**config.mk**
```make
export PLATFORM = sky130hd
export DESIGN_NAME = vector_display_command_engine_core_flat
export DESIGN_NICKNAME = d
export VERILOG_FILES = /design/src/rtl/vdce_pkg.sv /design/src/rtl/vdce_cmd_if.sv /design/src/rtl/vdce_res_if.sv /design/src/rtl/vdce_in_reg.sv /design/src/rtl/vdce_exec.sv /design/src/rtl/vector_display_command_engine_core.sv /design/src/flat_wrapper.sv
export SDC_FILE = /design/constraint.sdc
export NUM_CORES = 1
export LEC_CHECK = 0
export ABC_AREA = 1
export BUFFER_PORTS_ARGS = -buffer_cell sky130_fd_sc_hd__buf_2
export CAP_MARGIN = 25
export CORE_ASPECT_RATIO = 0.7
export CORE_UTILIZATION = 46
export CTS_CLUSTER_DIAMETER = 150
export DETAILED_ROUTE_END_ITERATION = 16
export PLACE_DENSITY = 0.66
export SETUP_SLACK_MARGIN = 0.4
export SLEW_MARGIN = 20
export SYNTH_ARGS = -nofsm -noshare
export SYNTH_HDL_FRONTEND = slang
export SYNTH_SLANG_ARGS = --single-unit
export TNS_END_PERCENT = 5
```
**constraint.sdc**
```tcl
create_clock -name clk_i -period 2.94 [get_ports clk_i]
set_clock_uncertainty 0.2 [all_clocks]
set_input_delay 0.294 -clock clk_i [delete_from_list [all_inputs] [get_ports clk_i]]
set_output_delay 0.294 -clock clk_i [all_outputs]
set_load 0.02 [all_outputs]
```
**src/rtl/vdce_pkg.sv**
```systemverilog
// ----------------------------------------------------------------------------
// Vector display command engine package
// Shared types, command codes and a helper function for the engine.
// ----------------------------------------------------------------------------
package vdce_pkg;

  typedef enum logic [1:0] {
    ACT_CMD   = 2'd0,
    ACT_START = 2'd1,
    ACT_RESET = 2'd2
  } action_e;

  typedef enum logic [1:0] {
    OP_NONE = 2'd0,
    OP_MOVE = 2'd1,
    OP_LINE = 2'd2
  } beam_op_e;

  localparam logic [7:0]  CTRL_CODE    = 8'h80;
  localparam logic [6:0]  MAG_MASK     = 7'h7F;
  localparam logic [7:0]  WORD_COST    = 8'd6;
  localparam logic [15:0] MASK_RESET   = 16'd8191;

  // Bit positions of the control byte.
  localparam int unsigned CTRL_BIT_EN  = 0;
  localparam int unsigned CTRL_BIT_BEAM = 1;
  localparam int unsigned CTRL_BIT_IRQ = 2;
  localparam int unsigned CTRL_BIT_REL = 3;

  typedef struct packed {
    action_e     action;
    logic [15:0] start_addr;
    logic [7:0]  byte_x;
    logic [7:0]  byte_y;
  } item_t;

  typedef struct packed {
    logic       rel_mode;
    logic       beam_on;
    logic       enabled;
    logic       irq_flag;
    logic [7:0] pos_x;
    logic [7:0] pos_y;
  } state_t;

  typedef struct packed {
    logic signed [7:0] beam_x;
    logic signed [7:0] beam_y;
    beam_op_e          beam_op;
    logic [7:0]        cost;
    logic [15:0]       fetch_addr;
    logic              drawing;
    logic              interrupt;
  } result_t;

  // Sign-magnitude byte to two's complement delta.
  function automatic logic [7:0] sm_delta(logic [7:0] b);
    logic [7:0] mag;
    mag = {1'b0, b[6:0] & MAG_MASK};
    return b[7] ? 8'(8'd0 - mag) : mag;
  endfunction

endpackage

```
**src/rtl/vdce_cmd_if.sv**
```systemverilog
// ----------------------------------------------------------------------------
// Vector display command channel
// Valid/ready channel that carries one command item per transfer.
// ----------------------------------------------------------------------------
interface vdce_cmd_if;
  logic        valid;
  logic        ready;
  logic [1:0]  action;
  logic [15:0] start_addr;
  logic [7:0]  byte_x;
  logic [7:0]  byte_y;

  modport source (output valid, output action, output start_addr, output byte_x,
                  output byte_y, input ready);
  modport sink   (input valid, input action, input start_addr, input byte_x,
                  input byte_y, output ready);
endinterface

```
**src/rtl/vdce_res_if.sv**
```systemverilog
// ----------------------------------------------------------------------------
// Vector display result channel
// Valid/ready channel that carries one beam result per transfer.
// ----------------------------------------------------------------------------
interface vdce_res_if;
  logic              valid;
  logic              ready;
  logic signed [7:0] beam_x;
  logic signed [7:0] beam_y;
  logic [1:0]        beam_op;
  logic [7:0]        cost;
  logic [15:0]       fetch_addr;
  logic              drawing;
  logic              interrupt;

  modport source (output valid, output beam_x, output beam_y, output beam_op,
                  output cost, output fetch_addr, output drawing, output interrupt,
                  input ready);
  modport sink   (input valid, input beam_x, input beam_y, input beam_op,
                  input cost, input fetch_addr, input drawing, input interrupt,
                  output ready);
endinterface

```
**src/rtl/vdce_in_reg.sv**
```systemverilog
// ----------------------------------------------------------------------------
// Vector display input register
// Captures one command transfer and holds it until the execute stage moves.
// ----------------------------------------------------------------------------
module vdce_in_reg (
  input  logic           clk_i,
  input  logic           rst_ni,
  vdce_cmd_if.sink       cmd_i,
  input  logic           advance_i,
  output logic           valid_o,
  output vdce_pkg::item_t item_o
);
  import vdce_pkg::*;

  logic  valid_q;
  item_t item_q;

  // The register frees up whenever its item moves on in the same cycle.
  assign cmd_i.ready = !valid_q || advance_i;

  always_ff @(posedge clk_i or negedge rst_ni) begin
    if (!rst_ni) begin
      valid_q <= 1'b0;
    end else if (cmd_i.ready) begin
      valid_q <= cmd_i.valid;
    end
  end

  always_ff @(posedge clk_i) begin
    if (cmd_i.ready && cmd_i.valid) begin
      item_q.action     <= action_e'(cmd_i.action);
      item_q.start_addr <= cmd_i.start_addr;
      item_q.byte_x     <= cmd_i.byte_x;
      item_q.byte_y     <= cmd_i.byte_y;
    end
  end

  assign valid_o = valid_q;
  assign item_o  = item_q;
endmodule

```
**src/rtl/vdce_exec.sv**
```systemverilog
// ----------------------------------------------------------------------------
// Vector display command execute logic
// Decodes one item against the engine state and forms next state and result.
// ----------------------------------------------------------------------------
module vdce_exec #(
  parameter int unsigned ADDR_WIDTH = 16
) (
  input  vdce_pkg::item_t   item_i,
  input  vdce_pkg::state_t  state_i,
  input  logic [ADDR_WIDTH-1:0] cmd_addr_i,
  input  logic [15:0]       mask_i,
  output vdce_pkg::state_t  state_o,
  output logic [ADDR_WIDTH-1:0] cmd_addr_o,
  output vdce_pkg::result_t res_o
);
  import vdce_pkg::*;

  // Only the low bits of the mask and of the start address that the address
  // register can hold take part.
  localparam int unsigned MW = (ADDR_WIDTH < 16) ? ADDR_WIDTH : 16;

  logic [ADDR_WIDTH-1:0] eff_mask;
  logic [ADDR_WIDTH-1:0] cur_addr;
  logic [ADDR_WIDTH-1:0] next_addr;
  logic [ADDR_WIDTH-1:0] out_addr;
  logic [6:0]            mag_x;
  logic [6:0]            mag_y;
  logic [6:0]            max_mag;
  beam_op_e              op;
  logic [7:0]            cost;

  assign eff_mask  = ADDR_WIDTH'(mask_i[MW-1:0]);
  assign cur_addr  = cmd_addr_i & eff_mask;
  assign next_addr = (cur_addr + ADDR_WIDTH'(2)) & eff_mask;
  assign mag_x     = item_i.byte_x[6:0];
  assign mag_y     = item_i.byte_y[6:0];
  assign max_mag   = (mag_x > mag_y) ? mag_x : mag_y;

  always_comb begin
    state_o    = state_i;
    cmd_addr_o = cmd_addr_i;
    op         = OP_NONE;
    cost       = '0;
    unique case (item_i.action)
      ACT_START: begin
        cmd_addr_o       = ADDR_WIDTH'(item_i.start_addr[MW-1:0]);
        state_o.rel_mode = 1'b1;
        state_o.irq_flag = 1'b0;
        state_o.beam_on  = 1'b1;
        state_o.enabled  = 1'b1;
      end
      ACT_RESET: begin
        state_o.enabled  = 1'b0;
        state_o.beam_on  = 1'b0;
        state_o.irq_flag = 1'b0;
      end
      ACT_CMD: begin
        if (state_i.enabled) begin
          cmd_addr_o = next_addr;
          cost       = WORD_COST;
          if (state_i.rel_mode) begin
            if (item_i.byte_x == CTRL_CODE) begin
              state_o.rel_mode = item_i.byte_y[CTRL_BIT_REL];
              state_o.beam_on  = item_i.byte_y[CTRL_BIT_BEAM];
              state_o.enabled  = item_i.byte_y[CTRL_BIT_EN];
              if (!item_i.byte_y[CTRL_BIT_EN]) begin
                state_o.irq_flag = item_i.byte_y[CTRL_BIT_IRQ];
              end
            end else begin
              cost          = WORD_COST + {1'b0, max_mag};
              state_o.pos_x = state_i.pos_x + sm_delta(item_i.byte_x);
              state_o.pos_y = state_i.pos_y + sm_delta(item_i.byte_y);
              if (state_i.beam_on) begin
                op = OP_LINE;
              end else begin
                op               = OP_MOVE;
                state_o.rel_mode = 1'b1;
                state_o.beam_on  = 1'b1;
              end
            end
          end else begin
            state_o.pos_x    = item_i.byte_x;
            state_o.pos_y    = item_i.byte_y;
            op               = OP_MOVE;
            state_o.rel_mode = 1'b1;
            state_o.beam_on  = 1'b1;
          end
        end
      end
      default: begin
        // Unused action code: nothing changes.
      end
    endcase
  end

  assign out_addr = cmd_addr_o & eff_mask;

  assign res_o.beam_x     = $signed(state_o.pos_x);
  assign res_o.beam_y     = $signed(state_o.pos_y);
  assign res_o.beam_op    = op;
  assign res_o.cost       = cost;
  assign res_o.fetch_addr = 16'(out_addr[MW-1:0]);
  assign res_o.drawing    = state_o.enabled;
  assign res_o.interrupt  = state_o.irq_flag;
endmodule

```
**src/rtl/vector_display_command_engine_core.sv**
```systemverilog
// ----------------------------------------------------------------------------
// Vector display command engine core
// Steps a two-byte drawing command list and drives the beam position counters.
// ----------------------------------------------------------------------------
// Usage:
//   Items arrive on the cmd_i channel: a start action loads the fetch address
//   and opens a frame, a reset action stops drawing, and a command action
//   carries the two command bytes fetched at the current fetch address.
//   Every item yields exactly one result transfer on res_o with the beam
//   position, the beam operation (none, move or line), the cost of the
//   command, the next fetch address and the drawing and interrupt flags.
//   The user writes the address wrap mask through cfg_we_i / cfg_wdata_i only
//   while the engine is idle (not enforced by the block); it resets to 8191.
// Timing:
//   An item is decoded and applied to the state while it sits in the input
//   register, and its result is captured in the result register when the
//   execute stage moves. One item is taken per clock while the receiver
//   takes results; the rate is set by the single decode-and-add path
//   between the input register and the result register.
// Reset and stalls:
//   Reset clears the mode flags, position counters, fetch address and both
//   valid flags. While the receiver holds off, the result register keeps its
//   value, the input register fills and then ready drops on cmd_i.
// ----------------------------------------------------------------------------
module vector_display_command_engine_core #(
  parameter int unsigned ADDR_WIDTH = 16
) (
  input  logic        clk_i,
  input  logic        rst_ni,
  input  logic        cfg_we_i,
  input  logic [15:0] cfg_wdata_i,
  vdce_cmd_if.sink    cmd_i,
  vdce_res_if.source  res_o
);
  import vdce_pkg::*;

  // Configuration: address wrap mask.
  logic [15:0] addr_mask_q;

  // Engine state.
  state_t                state_q;
  state_t                state_d;
  logic [ADDR_WIDTH-1:0] cmd_addr_q;
  logic [ADDR_WIDTH-1:0] cmd_addr_d;

  // Pipeline between the input register and the result register.
  logic    item_valid;
  item_t   item;
  logic    advance;
  logic    fire;
  result_t res_d;
  result_t res_q;
  logic    res_valid_q;

  // The execute stage moves when the result register is empty or being read.
  assign advance = !res_valid_q || res_o.ready;
  assign fire    = item_valid && advance;

  vdce_in_reg u_in_reg (
    .clk_i     (clk_i),
    .rst_ni    (rst_ni),
    .cmd_i     (cmd_i),
    .advance_i (advance),
    .valid_o   (item_valid),
    .item_o    (item)
  );

  vdce_exec #(
    .ADDR_WIDTH (ADDR_WIDTH)
  ) u_exec (
    .item_i     (item),
    .state_i    (state_q),
    .cmd_addr_i (cmd_addr_q),
    .mask_i     (addr_mask_q),
    .state_o    (state_d),
    .cmd_addr_o (cmd_addr_d),
    .res_o      (res_d)
  );

  always_ff @(posedge clk_i or negedge rst_ni) begin
    if (!rst_ni) begin
      addr_mask_q <= MASK_RESET;
    end else if (cfg_we_i) begin
      addr_mask_q <= cfg_wdata_i;
    end
  end

  // State and result are committed together when an item leaves the input
  // register, so the next item always sees the state this one leaves.
  always_ff @(posedge clk_i or negedge rst_ni) begin
    if (!rst_ni) begin
      state_q     <= '0;
      cmd_addr_q  <= '0;
      res_valid_q <= 1'b0;
    end else begin
      if (fire) begin
        state_q    <= state_d;
        cmd_addr_q <= cmd_addr_d;
      end
      if (advance) begin
        res_valid_q <= item_valid;
      end
    end
  end

  always_ff @(posedge clk_i) begin
    if (fire) begin
      res_q <= res_d;
    end
  end

  assign res_o.valid      = res_valid_q;
  assign res_o.beam_x     = res_q.beam_x;
  assign res_o.beam_y     = res_q.beam_y;
  assign res_o.beam_op    = res_q.beam_op;
  assign res_o.cost       = res_q.cost;
  assign res_o.fetch_addr = res_q.fetch_addr;
  assign res_o.drawing    = res_q.drawing;
  assign res_o.interrupt  = res_q.interrupt;

  // A reset action must leave the engine stopped with no pending interrupt.
  a_reset_stops : assert property (@(posedge clk_i) disable iff (!rst_ni)
    (fire && item.action == ACT_RESET) |=>
      (res_valid_q && !res_q.drawing && !res_q.interrupt))
    else $error("reset action did not stop the engine");

  // Any beam movement comes from a fetched word and so costs at least a word.
  a_op_cost : assert property (@(posedge clk_i) disable iff (!rst_ni)
    (res_valid_q && res_q.beam_op != OP_NONE) |-> (res_q.cost >= WORD_COST))
    else $error("beam operation reported without word cost");

  // While the receiver stalls a full result register, the engine state holds.
  a_stall_holds : assert property (@(posedge clk_i) disable iff (!rst_ni)
    (res_valid_q && !res_o.ready) |=> ($stable(cmd_addr_q) && $stable(state_q)))
    else $error("engine state changed during a result stall");

  // A command word that is not fetched costs nothing and moves nothing.
  a_idle_cmd : assert property (@(posedge clk_i) disable iff (!rst_ni)
    (fire && item.action == ACT_CMD && !state_q.enabled) |=>
      (res_q.cost == 8'd0 && res_q.beam_op == OP_NONE))
    else $error("command word processed while not drawing");
endmodule
```
**src/flat_wrapper.sv**
```systemverilog
// flat-port wrapper written by rule: the top's interface ports become plain ports
module vector_display_command_engine_core_flat import vdce_pkg::*;
#(
  parameter int unsigned ADDR_WIDTH = 16
)
  (clk_i, rst_ni, cfg_we_i, cfg_wdata_i, cmd_i_valid, cmd_i_action, cmd_i_start_addr, cmd_i_byte_x, cmd_i_byte_y, cmd_i_ready, res_o_valid, res_o_beam_x, res_o_beam_y, res_o_beam_op, res_o_cost, res_o_fetch_addr, res_o_drawing, res_o_interrupt, res_o_ready);
  vdce_cmd_if cmd_i_i ();
  vdce_res_if res_o_i ();
  input  logic clk_i;
  input  logic rst_ni;
  input  logic cfg_we_i;
  input  logic [15:0] cfg_wdata_i;
  input wire logic [$bits(cmd_i_i.valid)-1:0] cmd_i_valid;
  input wire logic [$bits(cmd_i_i.action)-1:0] cmd_i_action;
  input wire logic [$bits(cmd_i_i.start_addr)-1:0] cmd_i_start_addr;
  input wire logic [$bits(cmd_i_i.byte_x)-1:0] cmd_i_byte_x;
  input wire logic [$bits(cmd_i_i.byte_y)-1:0] cmd_i_byte_y;
  output wire logic [$bits(cmd_i_i.ready)-1:0] cmd_i_ready;
  output wire logic [$bits(res_o_i.valid)-1:0] res_o_valid;
  output wire logic [$bits(res_o_i.beam_x)-1:0] res_o_beam_x;
  output wire logic [$bits(res_o_i.beam_y)-1:0] res_o_beam_y;
  output wire logic [$bits(res_o_i.beam_op)-1:0] res_o_beam_op;
  output wire logic [$bits(res_o_i.cost)-1:0] res_o_cost;
  output wire logic [$bits(res_o_i.fetch_addr)-1:0] res_o_fetch_addr;
  output wire logic [$bits(res_o_i.drawing)-1:0] res_o_drawing;
  output wire logic [$bits(res_o_i.interrupt)-1:0] res_o_interrupt;
  input wire logic [$bits(res_o_i.ready)-1:0] res_o_ready;
  assign cmd_i_i.valid = cmd_i_valid;
  assign cmd_i_i.action = cmd_i_action;
  assign cmd_i_i.start_addr = cmd_i_start_addr;
  assign cmd_i_i.byte_x = cmd_i_byte_x;
  assign cmd_i_i.byte_y = cmd_i_byte_y;
  assign cmd_i_ready = cmd_i_i.ready;
  assign res_o_valid = res_o_i.valid;
  assign res_o_beam_x = res_o_i.beam_x;
  assign res_o_beam_y = res_o_i.beam_y;
  assign res_o_beam_op = res_o_i.beam_op;
  assign res_o_cost = res_o_i.cost;
  assign res_o_fetch_addr = res_o_i.fetch_addr;
  assign res_o_drawing = res_o_i.drawing;
  assign res_o_interrupt = res_o_i.interrupt;
  assign res_o_i.ready = res_o_ready;
  vector_display_command_engine_core #(.ADDR_WIDTH(ADDR_WIDTH)) u_core (.clk_i(clk_i), .rst_ni(rst_ni), .cfg_we_i(cfg_we_i), .cfg_wdata_i(cfg_wdata_i), .cmd_i(cmd_i_i), .res_o(res_o_i));
endmodule
```
[Word level (Yosys, flattened, before mapping)]
Index checks and enable logic that the tools add are counted.
Word-level totals
  bits of input ports: 55
  output and inout bits: 46
  register bits: 132
  word-level logic and storage cells: 74
Operators by class
  magnitude comparators: 1
  muxes and demuxes: 21
  $add $sub $neg: 6
  bitwise operators: 6
  reductions and logical operators: 13
  eq/ne operators: 4
Operator list (number)
  $mux W16: 4
  $and A16 B16 Y16: 3
  $pmux W16 S2: 1
  $mux W20: 1
  $add A16 B2 Y16 const B: 1
  $add A8 B8 Y8: 2
  $mux W8: 2
  $sub A1 B7 Y8 const A: 2
  $mux W2: 5
  $pmux W3 S3: 1
  $add A3 B7 Y8 const A: 1
  $eq A8 B8 Y1 const B: 1
  $gt A7 B7 Y1: 1
  $mux W7: 1
  $mux W3: 2
  $reduce_and A3 Y1: 2
  $reduce_or A4 Y1: 1
  $mux W1: 3
  $not A1 Y1: 3
  $reduce_bool A3 Y1: 1
  $eq A2 B1 Y1 const B: 1
  $eq A2 B2 Y1 const B: 1
  $logic_and A1 B1 Y1: 2
  $logic_not A1 Y1: 2
  other kinds (6): 7

[Logic depth before layout (Yosys ltp)]
  depth after elaboration: 7
  gate-level depth with buffers: 20
  gate-level depth less buffers: 20

[By module]
Synthesis repeated with hierarchy kept, for this count alone.
Unflattened totals
  cells, all modules: 857
  area total of the unflattened synthesis: 7394.6 um^2
Modules (own cells, without submodules)
  vector_display_command_engine_core: area each 3444.6 um^2, cells each 273, seq. area each 2663.8 um^2, instances 1
  vdce_exec: area each 2884.0 um^2, cells each 544, seq. area each 0.0 um^2, instances 1
  vdce_in_reg: area each 1066.0 um^2, cells each 40, seq. area each 1046.0 um^2, instances 1

[Least setup slack after synthesis]
OpenSTA, ideal clock, no wires.
  path kind: register -> register
  start: register u_core.u_in_reg.item_q (netlist bit u_core.u_in_reg.item_o[0])
  end: register u_core.res_q (netlist bit u_core.res_o.beam_y[7]) (data pin)
  path buffers: 0
  clock period less this slack: 2657 ps
  slack: 283 ps
  stages on the path, launching flop included: 19
  library setup time: 258 ps
  data arrival time: 2200 ps
  data required time: 2482 ps
  cell sequence: edfxtp_1 > inv_1 > ha_1 > inv_1 > nor3_1 > nand3_1 > nand2_1 > xor2_1 > ha_1 > nand2_1 > inv_1 > a21oi_1 > nand2_1 > nand2_1 > nand3_1 > nand2_1 > nand3_1 > nand2_1 > nand2_1
RTL lines
  start: declaration: RTL line vdce_in_reg.sv:16  | item_t item_q;
  end signal: assignment: RTL line vector_display_command_engine_core.sv:108  | res_q <= res_d;
  end: declaration: RTL line vector_display_command_engine_core.sv:52  | result_t res_q;

==> results.ini <==
[yosys]
synth_cells=758
synth_compound_area_share_pct=13.56
syn_area_sq_um=7107
synth_top_family_by_area=simple AND/OR/NAND/NOR gates
syn-num-nets=842
synth_xor_area_share_pct=2.218
synthMuxAreaShare_pct=0.3169
synth-seq-cells=132
synth_warnings=0
synth_cell_type_count=55
synthAdderAreaFrac_pct=5.317
syn_avg_cell_area_sq_um=9.376
ys_seq_area_share_pct=52.20
yosys.area_share.simple_pct=19.35

[worst_setup_path]
worst_ep_required_time_ns=2.94
startpoint_type=register
end_kind=register
worstPathArrival_ns=2.83
cpMaxStageDelayCell=edfxtp_1
critPathMaxFanout=4
path_class=reg2reg
path_cells=inv_2 > nand3_2 > o31ai_2 > xor2_1 > ha_1 > buf_4 > nand3_1 > nand2_1 > a21oi_1 > o21ai_0 > a21boi_0
cp_slowest_stage_delay_ns=0.42

[floorplanning]
dieWidth_microns=150.6
io_pins=101
dieArea_sq_um=15960
row_count=37
start_util_pct=47.68
die-height_microns=106.0
core_area_sq_um=14910

[pwr]
p_total_mw=7.065
p_leak_nw=4.165
ir_drop_uv=466.8
power.density_nw_per_um2=774.5

[route]
via_per_inst=5.156
drt_first_pass_iters=5
routedWlPerCell_microns=16.03
drt_iter0_markers=374
vias=5904
drc=0
wirelength_mm=18.35
ant_nets=0

[clock_tree]
cts_buffer_depth=2
numClockSinks=132
cts_tree=yes
cts_htree_levels=4
clock_latency_ns=0.42
numCtsBuffers=17
root_buffer=clkbuf_16
clkTransAtPathRegs_ns=0.06

[sta]
slew_violations=0
fin_crit_sh_pct=96.27
worst_pin_slew_ns=0.5453
max_slew_margin_pct=63.65
finalSetupViolCount=0
hold_viol=0
fmax_mhz=353.3
post-route-min-period_ns=2.830
rsz0062_at_grt=true

[placement]
port_buffers=100
hpwl_mm=12.29
place.gp.congestion=0.8856
place_area_sq_um=7878

[finish]
final_util_pct=61.20
diodes=0
area_growth_pct=28.36
nets=1021
drive_gt1_share_pct=26.32
post-route-cell-area_sq_um=9123
layout_commonest_cell=nand2_1
layout_common_cells=nand2_1, buf_2, inv_1

[grt]
grt_pass1_vias=5668
grt_pass1_wl_mm=29.10
grt_usage_pct=24.14
grt_overflow=0
grt_max_degree=45
antenna_found_initial=0

[run_status]
outcome=complete, no violations

[job]
cap_violations=0

[min_path]
hp-class=in2reg

[final timing paths]
| kind | start | endpoint | slack [ns] | cells past startpoint |
|---|---|---|---|---|
| hold / removal | cfg_we_i | u_core.addr_mask_q[12]$_DFFE_PN1P_ | 0.14 | 3 |
| setup reg to reg | u_core.u_in_reg.item_o[0]$_DFFE_PP_ | u_core.res_o.beam_y[6]$_DFFE_PP_ | 0.11 | 11 |
| hold reg to reg | u_core.state_q[15]$_DFFE_PN0P_ | u_core.state_q[15]$_DFFE_PN0P_ | 0.28 | 2 |
| max in group asynchronous | rst_ni | u_core.addr_mask_q[3]$_DFFE_PN1P_ | 1.63 | 3 |
| setup / recovery | u_core.u_in_reg.item_o[0]$_DFFE_PP_ | u_core.res_o.beam_y[6]$_DFFE_PP_ | 0.11 | 11 |
| min in group asynchronous | rst_ni | u_core.addr_mask_q[13]$_DFFE_PN0P_ | 0.17 | 2 |
[area by class of cell]
class / instances / area (sq um)
repair buffers: 179 / 1229
clock inverters: 12 / 130.1
fillers: 1279 / 5784
well taps: 195 / 244.0
multi-input cells: 502 / 2953
flip-flops and latches: 132 / 3710
clock buffers: 20 / 456.7
inverters: 105 / 400.4
[state kept, by name, indices dropped and copies added (netlist names)]
signal,cells
u_core.res_o.beam_op,2
u_core.u_in_reg.valid_o,1
u_core.u_in_reg.item_o,34
u_core.res_o.beam_x,8
u_core.res_o.fetch_addr,16
u_core.state_q,20
u_core.res_o.valid,1
u_core.res_o.drawing,1
u_core.res_o.beam_y,8
u_core.res_o.interrupt,1
u_core.addr_mask_q,16
u_core.cmd_addr_q,16
u_core.res_o.cost,8
[report_power, final]
group          total, mW  switching, mW  internal (mW)
sequential          2.74          0.306           2.43
clock               2.13          0.839           1.29
combinational       2.19           1.36          0.835
[cells in the mapped netlist, drive strengths merged]
cell type / instances / area share (%)
nand2: 199 / 11
inv: 103 / 5.5
edfxtp: 78 / 33
o21ai: 67 / 5.0
nor2: 48 / 3.4
nand3: 42 / 3.2
dfrtp: 41 / 14
a21oi: 34 / 2.4
ha: 27 / 4.8
dfstp: 13 / 4.8
xor2: 13 / 1.6
clkbuf: 10 / 0.53
buf: 9 / 0.93
o211ai: 9 / 1.1
a31oi: 8 / 0.79
nand4: 7 / 0.79
o221ai: 7 / 1.4
a22oi: 6 / 0.77
o22ai: 6 / 0.62
nor3: 5 / 0.49
xnor2: 5 / 0.62
a21boi: 3 / 0.32
o31ai: 3 / 0.32
clkinv: 2 / 0.11
fa: 2 / 0.56
mux2: 2 / 0.32
o21bai: 2 / 0.21
or2: 2 / 0.18
a211oi: 1 / 0.11
a221o: 1 / 0.14
a31o: 1 / 0.12
o2111ai: 1 / 0.12
o31a: 1 / 0.12
[critical path: cells and delay by family (launching register included)]
family                     cells  cell delay [ns]
AOI/OAI and AO/OA              4             0.84
xor gates and xnor gates       1             0.24
adders and majority gates      1             0.31
buffers and inverters          2             0.32
DFF                            1             0.42
and+or+nand+nor                3             0.26
[timing repair]
item,CTS,global route
endpoints found under the setup margin,13,30
pin swaps,9,14
hold buffers,54,0
endpoints found under the hold margin,68,0
resized for setup,8,9
setup buffers,6,3
[metal layers]
layer  up-vias  share of wire, %  track usage (%)  wire length, microns
li1       2919                 -                -                     -
met1      2776                50            36.21                  9236
met2       190                44            34.96                  8019
met3        19               4.9            5.451                   896
met4         0               1.1            6.205                   201
met5         -                 0                0                     0
[logic make-up after synthesis]
family	count (synthesis)
AO/OA/AOI/OAI	150
XOR/XNOR	18
adder cells (fa/ha/maj)	29
buffers and inverters	124
flip-flops	132
multiplexers	2
AND/OR/NAND/NOR	303
[stage by stage]
stage                     instances  worst slack, ns  setup TNS, ns  hold WS [ns]
after global routing           1145         -0.01664       -0.02993        0.1928
after CTS                      1142           0.1848              0        0.1529
after detailed placement       1050          0.07608              0       0.09261
final                          1145           0.1098              0        0.1411
after floorplan                 758           0.3889              0       -0.2016
after global placement         1050           0.2194              0       0.09843
Note: power is estimated with default switching activity, not from simulation.
